File: config.mk
export PLATFORM = sky130hd
export DESIGN_NAME = button_debounce_press_classifier
export DESIGN_NICKNAME = d
export VERILOG_FILES = /design/src/sv/bdpc_pkg.sv /design/src/sv/button_debounce_press_classifier.sv
export SDC_FILE = /design/constraint.sdc
export NUM_CORES = 1
export LEC_CHECK = 0
export ABC_AREA = 0
export BUFFER_PORTS_ARGS = -buffer_cell sky130_fd_sc_hd__buf_2
export CAP_MARGIN = 20
export CORE_ASPECT_RATIO = 1.1
export CORE_MARGIN = 5
export CORE_UTILIZATION = 57
export CTS_CLUSTER_SIZE = 20
export DETAILED_ROUTE_END_ITERATION = 6
export GPL_ROUTABILITY_DRIVEN = 1
export HOLD_SLACK_MARGIN = 0.06
export PLACE_DENSITY = 0.82
export SKIP_CTS_REPAIR_TIMING = 1
export SYNTH_ARGS = -nofsm -noshare
export SYNTH_HDL_FRONTEND = slang
export SYNTH_SLANG_ARGS = --single-unit
File: constraint.sdc
create_clock -name clk -period 4.12 [get_ports clk]
set_input_delay 0.412 -clock clk [delete_from_list [all_inputs] [get_ports clk]]
set_output_delay 0.412 -clock clk [all_outputs]
set_load 0.005 [all_outputs]
File: src/sv/bdpc_pkg.sv
// Package for the button debounce and press classifier.
// Widths, register indexes, reset values and state and event codes.
// No dependencies.
`default_nettype none

package bdpc_pkg;

	localparam int MAX_BUTTONS     = 5;
	localparam int NUM_BUTTONS_DEF = 5;

	localparam int EVENTS_W   = 10;
	localparam int NOTICES_W  = 10;
	localparam int MASK_W     = 5;
	localparam int CFG_IDX_W  = 2;
	localparam int CFG_DATA_W = 60;

	localparam int PERIOD_W = 8;
	localparam int DEB_W    = 8;
	localparam int THR_W    = 12;
	localparam int HELD_W   = 13;

	localparam int PERIOD_TBL_W = PERIOD_W * MAX_BUTTONS;
	localparam int DEB_TBL_W    = DEB_W * MAX_BUTTONS;
	localparam int THR_TBL_W    = THR_W * MAX_BUTTONS;

	// Configuration register indexes
	localparam logic [CFG_IDX_W-1:0] REG_PERIOD = 2'd0;
	localparam logic [CFG_IDX_W-1:0] REG_DEB    = 2'd1;
	localparam logic [CFG_IDX_W-1:0] REG_THR    = 2'd2;

	localparam logic [PERIOD_TBL_W-1:0] PERIOD_RST = 40'h01_0101_0101;
	localparam logic [DEB_TBL_W-1:0]    DEB_RST    = 40'h03_0303_0303;
	localparam logic [THR_TBL_W-1:0]    THR_RST    = 60'h064_064_064_064_064;

	// Per-button debounce states
	localparam logic [1:0] ST_REL = 2'd0;
	localparam logic [1:0] ST_PCF = 2'd1;
	localparam logic [1:0] ST_PSH = 2'd2;
	localparam logic [1:0] ST_RCF = 2'd3;

	// Raw event codes (the fourth code counts as no event)
	localparam logic [1:0] EV_RELEASED = 2'd1;
	localparam logic [1:0] EV_PUSHED   = 2'd2;

	// Notice codes
	localparam logic [1:0] NT_NONE  = 2'd0;
	localparam logic [1:0] NT_SHORT = 2'd1;
	localparam logic [1:0] NT_LONG  = 2'd2;

	localparam logic [DEB_W-1:0]  DEB_MAX  = '1;
	localparam logic [HELD_W-1:0] HELD_MAX = '1;

endpackage

`default_nettype wire

File: src/sv/button_debounce_press_classifier.sv
// Button debounce and short/long press classifier, top level.
// Depends on bdpc_pkg.
`default_nettype none

// One request on the input channel is one tick carrying a raw event for every
// button; each tick gives exactly one result request with a notice per button
// and a mask of the buttons that were stepped. A new tick is taken every clock
// cycle while out_ready stays high: the tick is held in an input register, all
// buttons are updated side by side in one pass of logic, and the result lands
// in an output register, which drives out_valid; throughput is one tick per
// cycle while out_ready stays high. A stalled result blocks at most one
// further tick in the input register. Each button has its own divider counter;
// a period of 0 switches the button off. Configuration writes take effect at
// the edge on which they are accepted and should be made only while the block
// holds no tick in flight; cfg_ready is always high and writes to an unused
// index are dropped.
module button_debounce_press_classifier #(
	parameter int NUM_BUTTONS = bdpc_pkg::NUM_BUTTONS_DEF
) (
	input  wire logic                            clk,
	input  wire logic                            arst_n,
	// tick channel
	input  wire logic                            in_valid,
	output logic                                 in_ready,
	input  wire logic [bdpc_pkg::EVENTS_W-1:0]   button_events,
	// result channel
	output logic                                 out_valid,
	input  wire logic                            out_ready,
	output logic [bdpc_pkg::NOTICES_W-1:0]       press_notices,
	output logic [bdpc_pkg::MASK_W-1:0]          stepped_mask,
	// configuration write channel
	input  wire logic                            cfg_valid,
	output logic                                 cfg_ready,
	input  wire logic [bdpc_pkg::CFG_IDX_W-1:0]  cfg_index,
	input  wire logic [bdpc_pkg::CFG_DATA_W-1:0] cfg_data
);
	import bdpc_pkg::*;

	// ---------------------------------------------------------------
	// Configuration registers
	// ---------------------------------------------------------------
	logic [PERIOD_TBL_W-1:0] period_q;
	logic [DEB_TBL_W-1:0]    deb_q;
	logic [THR_TBL_W-1:0]    thr_q;

	assign cfg_ready = 1'b1;

	always_ff @(posedge clk or negedge arst_n) begin
		if (!arst_n) begin
			period_q <= PERIOD_RST;
			deb_q    <= DEB_RST;
			thr_q    <= THR_RST;
		end else if (cfg_valid) begin
			unique case (cfg_index)
				REG_PERIOD: period_q <= cfg_data[PERIOD_TBL_W-1:0];
				REG_DEB:    deb_q    <= cfg_data[DEB_TBL_W-1:0];
				REG_THR:    thr_q    <= cfg_data[THR_TBL_W-1:0];
				default:    ;
			endcase
		end
	end

	// ---------------------------------------------------------------
	// Handshake: input register then result register
	// ---------------------------------------------------------------
	logic                valid_s1;
	logic [EVENTS_W-1:0] events_s1;
	logic                out_valid_q;
	logic                advance;   // result register can take the tick in stage 1
	logic                go;        // tick in stage 1 is processed this cycle

	assign advance  = !out_valid_q || out_ready;
	assign go       = valid_s1 && advance;
	assign in_ready = !valid_s1 || advance;

	always_ff @(posedge clk or negedge arst_n) begin
		if (!arst_n) begin
			valid_s1 <= 1'b0;
		end else if (in_valid && in_ready) begin
			valid_s1 <= 1'b1;
		end else if (advance) begin
			valid_s1 <= 1'b0;
		end
	end

	always_ff @(posedge clk) begin
		if (in_valid && in_ready) begin
			events_s1 <= button_events;
		end
	end

	// ---------------------------------------------------------------
	// Per-button state
	// ---------------------------------------------------------------
	logic [PERIOD_W-1:0] phase_q [NUM_BUTTONS];
	logic [1:0]          state_q [NUM_BUTTONS];
	logic [DEB_W-1:0]    deb_cnt_q [NUM_BUTTONS];
	logic [HELD_W-1:0]   held_q [NUM_BUTTONS];

	logic [PERIOD_W-1:0] phase_d [NUM_BUTTONS];
	logic [1:0]          state_d [NUM_BUTTONS];
	logic [DEB_W-1:0]    deb_cnt_d [NUM_BUTTONS];
	logic [HELD_W-1:0]   held_d [NUM_BUTTONS];
	logic [NOTICES_W-1:0] notices_d;
	logic [MASK_W-1:0]    stepped_d;

	// All buttons in parallel. For a stepped button the event transition runs
	// first, then the behaviour of whatever state it lands in runs once.
	always_comb begin
		logic [PERIOD_W-1:0] per;
		logic [DEB_W-1:0]    deb_cfg;
		logic [THR_W-1:0]    thr;
		logic [1:0]          ev;
		logic [1:0]          s;
		logic [DEB_W-1:0]    d;
		logic [HELD_W-1:0]   h;
		logic [1:0]          note;

		notices_d = '0;
		stepped_d = '0;
		for (int b = 0; b < NUM_BUTTONS; b++) begin
			per     = period_q[PERIOD_W*b +: PERIOD_W];
			deb_cfg = deb_q[DEB_W*b +: DEB_W];
			thr     = thr_q[THR_W*b +: THR_W];
			ev      = events_s1[2*b +: 2];
			s       = state_q[b];
			d       = deb_cnt_q[b];
			h       = held_q[b];
			note    = NT_NONE;

			// divider
			if (per == '0) begin
				phase_d[b] = '0;
			end else if ({1'b0, phase_q[b]} + 9'd1 >= {1'b0, per}) begin
				phase_d[b]   = '0;
				stepped_d[b] = 1'b1;
			end else begin
				phase_d[b] = phase_q[b] + 8'd1;
			end

			if (stepped_d[b]) begin
				// event transitions
				unique case (s)
					ST_REL: begin
						if (ev == EV_PUSHED) begin
							s = ST_PCF;
							d = '0;
						end
					end
					ST_PCF: begin
						if (ev == EV_RELEASED) begin
							s = ST_REL;
							d = '0;
							if (h != '0 && h <= {1'b0, thr}) note = NT_SHORT;
							h = '0;
						end
					end
					ST_PSH: begin
						if (ev == EV_RELEASED) begin
							s = ST_RCF;
							d = '0;
						end
					end
					ST_RCF: begin
						// a push here drops straight back to released
						if (ev == EV_PUSHED) begin
							s = ST_REL;
							d = '0;
							if (h != '0 && h <= {1'b0, thr}) note = NT_SHORT;
							h = '0;
						end
					end
					default: ;
				endcase

				// state behaviour
				unique case (s)
					ST_PCF, ST_RCF: begin
						if (d != DEB_MAX) d = d + 8'd1;
						if (d >= deb_cfg) begin
							d = '0;
							if (s == ST_PCF) begin
								s = ST_PSH;
								h = '0;
							end else begin
								s = ST_REL;
								if (h != '0 && h <= {1'b0, thr}) note = NT_SHORT;
								h = '0;
							end
						end
					end
					ST_PSH: begin
						if (h != HELD_MAX) h = h + 13'd1;
						if (h >= {1'b0, thr}) note = NT_LONG;
					end
					default: ;
				endcase
			end

			state_d[b]   = s;
			deb_cnt_d[b] = d;
			held_d[b]    = h;
			notices_d[2*b +: 2] = note;
		end
	end

	always_ff @(posedge clk or negedge arst_n) begin
		if (!arst_n) begin
			for (int b = 0; b < NUM_BUTTONS; b++) begin
				phase_q[b]   <= '0;
				state_q[b]   <= ST_REL;
				deb_cnt_q[b] <= '0;
				held_q[b]    <= '0;
			end
		end else if (go) begin
			for (int b = 0; b < NUM_BUTTONS; b++) begin
				phase_q[b]   <= phase_d[b];
				state_q[b]   <= state_d[b];
				deb_cnt_q[b] <= deb_cnt_d[b];
				held_q[b]    <= held_d[b];
			end
		end
	end

	// ---------------------------------------------------------------
	// Result register
	// ---------------------------------------------------------------
	logic [NOTICES_W-1:0] notices_q;
	logic [MASK_W-1:0]    stepped_q;

	always_ff @(posedge clk or negedge arst_n) begin
		if (!arst_n) begin
			out_valid_q <= 1'b0;
		end else if (advance) begin
			out_valid_q <= valid_s1;
		end
	end

	always_ff @(posedge clk) begin
		if (go) begin
			notices_q <= notices_d;
			stepped_q <= stepped_d;
		end
	end

	assign out_valid     = out_valid_q;
	assign press_notices = notices_q;
	assign stepped_mask  = stepped_q;

endmodule

`default_nettype wire

# Word-level counts from Yosys, hierarchy flattened

Cells that the tools add are included.

Register bits: 322
Input port bits: 77
Output and inout port bits: 18
Word-level logic and storage cells: 392

Add/sub/neg operators: 20
Order comparisons: 25
Equality and inequality tests: 52
Multiplexer cells: 202
Reduce and logical (&&, ||, !) cells: 61

Operator list:

| operator                                             | number |
|---|---|
| two-way mux 13 bit                                   | 35 |
| two-way mux 8 bit                                    | 50 |
| one-hot mux 13 bit (2 select lines)                  | 10 |
| <= comparator 13 x 12 -> 1 bit                       | 10 |
| nonzero test 13 bit                                  | 10 |
| two-way mux 2 bit                                    | 63 |
| adder 8 x 1 -> 8 bit (second input constant)         | 10 |
| one-hot mux 8 bit (2 select lines)                   | 5 |
| adder 13 x 1 -> 13 bit (second input constant)       | 5 |
| >= comparator 13 x 12 -> 1 bit                       | 5 |
| != test 13 bit (second input constant)               | 5 |
| equality test 2 bit (second input constant)          | 26 |
| adder 8 x 1 -> 9 bit (second input constant)         | 5 |
| >= comparator 9 x 8 -> 1 bit                         | 5 |
| >= comparator 8 bit                                  | 5 |
| logical NOT 8 bit                                    | 5 |
| != test 8 bit (second input constant)                | 5 |
| one-hot mux 2 bit (4 select lines)                   | 5 |
| equality test 2 x 1 -> 1 bit (second input constant) | 16 |
| one-hot mux 2 bit (2 select lines)                   | 8 |
| OR reduction 2 bit                                   | 15 |
| two-way mux 1 bit                                    | 24 |
| AND reduction 2 bit                                  | 8 |
| logical AND 1 bit                                    | 12 |
| other kinds (5)                                      | 13 |

# Logic depth before layout (Yosys ltp)

Word-level depth: 12
Depth in mapped cells: 23
Gate-level depth less buffers: 20

# Worst setup path before layout

Ideal clock, no wire load.

Path kind: reg2reg
Start: reg state_q[0] (netlist name)
End: reg held_q[10] (netlist name)
Library setup time: 66 ps
Data arrival time: 4223 ps
Required time: 4054 ps
Setup slack: -169 ps
Cell stages (with the launch flop): 19
Path buffers: 0
Clock period less this slack: 4289 ps
Cell sequence: dfrtp_1 inv_1 ha_1 nor2_1 a21oi_1 and2_1 ha_1 nand3_1 nor3_2 or4_4 o211ai_2 o31ai_2 ha_1 a2111oi_0 nand2b_1 o21ai_1 o21ai_0 o21ai_1 a22o_1

Cells in the longest elaborated chain, start to end: 11
Elaborated cells between the ends (all ways): 33
Classes of those cells: add/sub: 2; order compare: 1; eq/ne: 8; mux: 18; reduce/logical: 4

RTL lines:

| what                                                  | line                                    | source |
|---|---|---|
| start: declaration                                    | button_debounce_press_classifier.sv:96  | `logic [1:0] state_q [NUM_BUTTONS];` |
| start signal: indexed assignment                      | button_debounce_press_classifier.sv:218 | `state_q[b] <= state_d[b];` |
| equality test 2 bit (tied with other cells)           | button_debounce_press_classifier.sv:143 | `unique case (s)` |
| OR reduction 2 bit (no source line)                   | --                                      |  |
| one-hot mux 8 bit (2 select lines)                    | button_debounce_press_classifier.sv:143 |  |
| two-way mux 8 bit                                     | button_debounce_press_classifier.sv:141 | `if (stepped_d[b]) begin` |
| adder 8 x 1 -> 8 bit or != test 8 bit (tied branches) | button_debounce_press_classifier.sv:179 | `if (d != DEB_MAX) d = d + 8'd1;` |
| two-way mux 8 bit                                     | button_debounce_press_classifier.sv:179 |  |
| two-way mux 8 bit                                     | button_debounce_press_classifier.sv:177 | `unique case (s)` |
| two-way mux 8 bit                                     | button_debounce_press_classifier.sv:141 |  |
| >= comparator 8 bit                                   | button_debounce_press_classifier.sv:180 | `if (d >= deb_cfg) begin` |
| two-way mux 13 bit                                    | button_debounce_press_classifier.sv:180 |  |
| one-hot mux 13 bit (2 select lines) (*)               | button_debounce_press_classifier.sv:177 |  |
| end signal: indexed assignment                        | button_debounce_press_classifier.sv:220 | `held_q[b] <= held_d[b];` |
| end: declaration                                      | button_debounce_press_classifier.sv:98  | `logic [HELD_W-1:0] held_q [NUM_BUTTONS];` |

Mark *: on every way between the ends. The rest lies on a longest branch, timed or not. The select of a mux whose other input is x is not followed.
A chain may end at the register's enable or synchronous reset.

# Worst setup path in the final report

Start: reg state_q[0] (netlist name)
End: reg notices_q[8] (netlist: press_notices[8]) (data pin)

Cells in the longest elaborated chain, start to end: 11
Elaborated cells between the ends (all ways): 41
Classes of those cells: add/sub: 2; order compare: 3; eq/ne: 8; mux: 22; reduce/logical: 6

RTL lines:

| what                                                                            | line                                    | source |
|---|---|---|
| parallel branches: the longest is 10 deep, another holds adder 13 x 1 -> 13 bit | --                                      |  |
| one-hot mux 2 bit (2 select lines) (*)                                          | button_debounce_press_classifier.sv:177 |  |
| end signal: assignment                                                          | button_debounce_press_classifier.sv:241 | `notices_q <= notices_d;` |
| end: declaration                                                                | button_debounce_press_classifier.sv:228 | `logic [NOTICES_W-1:0] notices_q;` |

Every way passes the cells marked *. The select of a mux whose other input is x is not followed.

==> flow_metrics.env <==
export IMPL_syn_inst=2538
export IMPL_cts_clk_slew_worst_paths_ps=60
export IMPL_cpMaxStageDelayCell="or4_1"
export IMPL_drc=0
export IMPL_h_tree_depth=2
export IMPL_synth_seq_cells=322
export IMPL_layout_commonest_cell="ha_1"
export IMPL_crit_fanout=6
export IMPL_ys_flop_type="dfrtp_1"
export IMPL_syn_num_nets=2910
export IMPL_whs_ps=65.6
export IMPL_worst_pin_slew_ps=1270
export IMPL_synth_area_leader_cell="dfrtp_1"
export IMPL_initial_core_util_pct=57.3
export IMPL_ys_seq_area_share_pct=34.9
export IMPL_grt_antenna_before_repair=0
export IMPL_cp_slowest_stage_delay_ps=530
export IMPL_drtAntennaViolNets=0
export IMPL_path_cells="buf_12 -> ha_4 -> nand4bb_4 -> and3_4 -> ha_1 -> nand4_1 -> nor4_4 -> buf_4 -> nor4_4 -> and4_4 -> nand3_2 -> xnor2_2 -> ha_1 -> nand3_1 -> or4_1 -> nand4_1 -> a221oi_1"
export IMPL_fmaxAchievable_ghz=0.244
export IMPL_hpwl_um=45800
export IMPL_synth_area_leaders="dfrtp_1 (28%), ha_1 (16%), mux2_2 (5.2%), o21ai_0 (3.8%), nand2_1 (3.7%)"
export IMPL_cp_start_kind="flip-flop"
export IMPL_synth_cell_types=105
export IMPL_diodes=0
export IMPL_finalMaxSlewViolations=0
export IMPL_hold_viol_final=0
export IMPL_cellLeakagePower_uw=0.0128
export IMPL_clk_path_buf_depth=3
export IMPL_clk_latency_ps=560
export IMPL_post_place_cells=3220
export IMPL_final_cells=3334
export IMPL_skew_ps=19.5
export IMPL_hold_path_class="input port to flip-flop"
export IMPL_io_buffers=93
export IMPL_final_cell_mix="ha_1 (278), dfrtp_1 (261), nand2_1 (233)"
export IMPL_comb_power_share_pct=37.8
export IMPL_fin_setup_tns_ps=0
export IMPL_synth_top_area_share_pct=28.4
export IMPL_die_area_sq_um=45500
export IMPL_status="finished clean"
export IMPL_period_share_pct=99.4
export IMPL_grt_first_pass_wirelength_um=103000
export IMPL_crit_path_end_kind="flip-flop"
export IMPL_drive_above_1_share_pct=19.8
export IMPL_postLayoutCoreUtil_pct=66.6
export IMPL_p_clk_share_pct=27.3
export IMPL_die_w_um=204
export IMPL_switching_share_pct=37.2
export IMPL_wl_per_cell_um=18.8
export IMPL_first_pass_iters=5
export IMPL_cts_sinks=322
export IMPL_power_switching_uw=4560
export IMPL_place_gp_congestion=0.968
export IMPL_cts_root_buf="clkbuf_16"
export IMPL_core_rowCount=78
export IMPL_min_period_ps=4100
export IMPL_synth_area_per_cell_sq_um=9.27
export IMPL_arrival_ps=4370
export IMPL_pin_count=95
export IMPL_routed_wl_um=62800
export IMPL_synthToLayoutAreaGrowth_pct=16.2
export IMPL_power_density_nw_per_um2=448
export IMPL_final_setup_worst_slack_ps=23.0
export IMPL_ir_worst_vdd_uv=324
export IMPL_yosys_warnings=0
export IMPL_routed_via_density=6.21
export IMPL_synth_area_sq_um=23500
export IMPL_slew_headroom_pct=15.4
export IMPL_vias=20689
export IMPL_fill_cells=3165
export IMPL_synth_edf_count=25
export IMPL_place_ws_ps=-250
export IMPL_path_class="flip-flop to flip-flop"
export IMPL_cap_viol_max_count=0
export IMPL_tritoncts="built"
export IMPL_required_ps=4390
export IMPL_p_int_uw=7690
export IMPL_grt_overflow=0
export IMPL_grt_max_degree=122
export IMPL_grt_setup_unrepaired="yes"
export IMPL_grt_pass1_vias=21163
export IMPL_initialDrtViolationCount=1565
export IMPL_core_sq_um=41100
export IMPL_setup_viol=0
export IMPL_synthArstFlopShare_pct=92.2
export IMPL_grt_util_all_layers_pct=26.8
export IMPL_seq_power_share_pct=34.9
export IMPL_numCtsBuffers=38
export IMPL_fin_nets=3117
export IMPL_chipHeight_um=223
==> synth_stat cells (all sizes together), types with 25 or more instances <==
library cell / instances
nor3: 41
nand2: 235
edfxtp: 25
inv: 212
ha: 295
a31oi: 28
nor4: 35
and3: 58
mux2: 108
xor2: 44
a22o: 68
nor2: 127
dfstp: 30
a21o: 28
buf: 28
nand4: 71
o21ai: 187
nand2b: 49
a21oi: 112
and2: 41
clkbuf: 30
nand3: 103
dfrtp: 267
nor2b: 29
xnor2: 51
==> layout make-up <==
type                       instances  area (sq um)  area share [%]
clock buffer                      54          1100            4.03
clock inverter                    15           126           0.462
inverter                         212           798            2.92
multi-input combinational       1946         14800            54.3
sequential                       322          8230            30.1
tap                              560           701            2.56
timing repair buffer             225          1540            5.64
==> worst paths after layout <==
| check | from | to | slack, ps | cells past startpoint |
|---|---|---|---|---|
| worst max-delay path | state_q[0] | press_notices[8] | 20 | 17 |
| worst min-delay path | in_valid | valid_s1 | 70 | 2 |
| worst max register to register | state_q[0] | press_notices[8] | 20 | 17 |
| worst min register to register | thr_q[57] | thr_q[57] | 500 | 1 |
| max in group asynchronous | arst_n | thr_q[38] | 2510 | 3 |
| min in group asynchronous | arst_n | held_q[33] | 530 | 2 |
==> flip-flops by register name, indices dropped and copies added (netlist names) <==
name	cells
press_notices	10
out_valid	1
valid_s1	1
thr_q	60
phase_q	40
period_q	40
stepped_mask	5
held_q	65
deb_cnt_q	40
events_s1	10
state_q	10
deb_q	40
==> routing by layer <==
| metal | vias up | global-route usage, % | wire (um) |
|---|---|---|---|
| met5 | - | 0 | 0 |
| met4 | 0 | 11.1 | 2590 |
| met3 | 204 | 3.20 | 3880 |
| met2 | 836 | 46.4 | 30700 |
| met1 | 9961 | 34.1 | 25700 |
| li1 | 9688 | - | - |
==> worst max-delay path, delay by kind of cell, from the launching register on <==
family / cells / cell delay (ps)
flip-flops: 1 / 470
AO/OA/AOI/OAI: 1 / 100
XOR/XNOR: 1 / 180
adder cells (fa/ha/maj): 3 / 690
buffers and inverters: 2 / 300
AND/OR/NAND/NOR: 10 / 2070
==> cell families (layout without fill, tap and decap cells) <==
| kind of cell | after synthesis | in the layout | synth area share, % |
|---|---|---|---|
| simple gates | 843 | 843 | 18.8 |
| compound gates | 597 | 597 | 17.0 |
| flops | 322 | 322 | 34.9 |
| fa+ha+maj | 295 | 295 | 15.7 |
| buf+inv | 270 | 506 | 4.43 |
| mux | 115 | 115 | 5.57 |
| xor+xnor | 95 | 95 | 3.57 |
| other cells | 1 | 1 | 0.0159 |
==> metrics by stage <==
stage               cell area [sq um]  total power (uW)
floorplan                       23500              7210
global placement                25200              8260
detailed placement              25200              8530
CTS                             26400             11900
global route                    27300             13100
finish                          27300             12300
==> power groups by stage <==
stage | clock [uW] | sequential [uW] | combinational, uW
floorplan | 0 | 4140 | 3080
global placement | 0 | 4250 | 4010
detailed placement | 0 | 4290 | 4240
CTS | 3390 | 4240 | 4290
global route | 3530 | 4350 | 5200
finish | 3350 | 4280 | 4630
(Power assumes the default switching activity.)
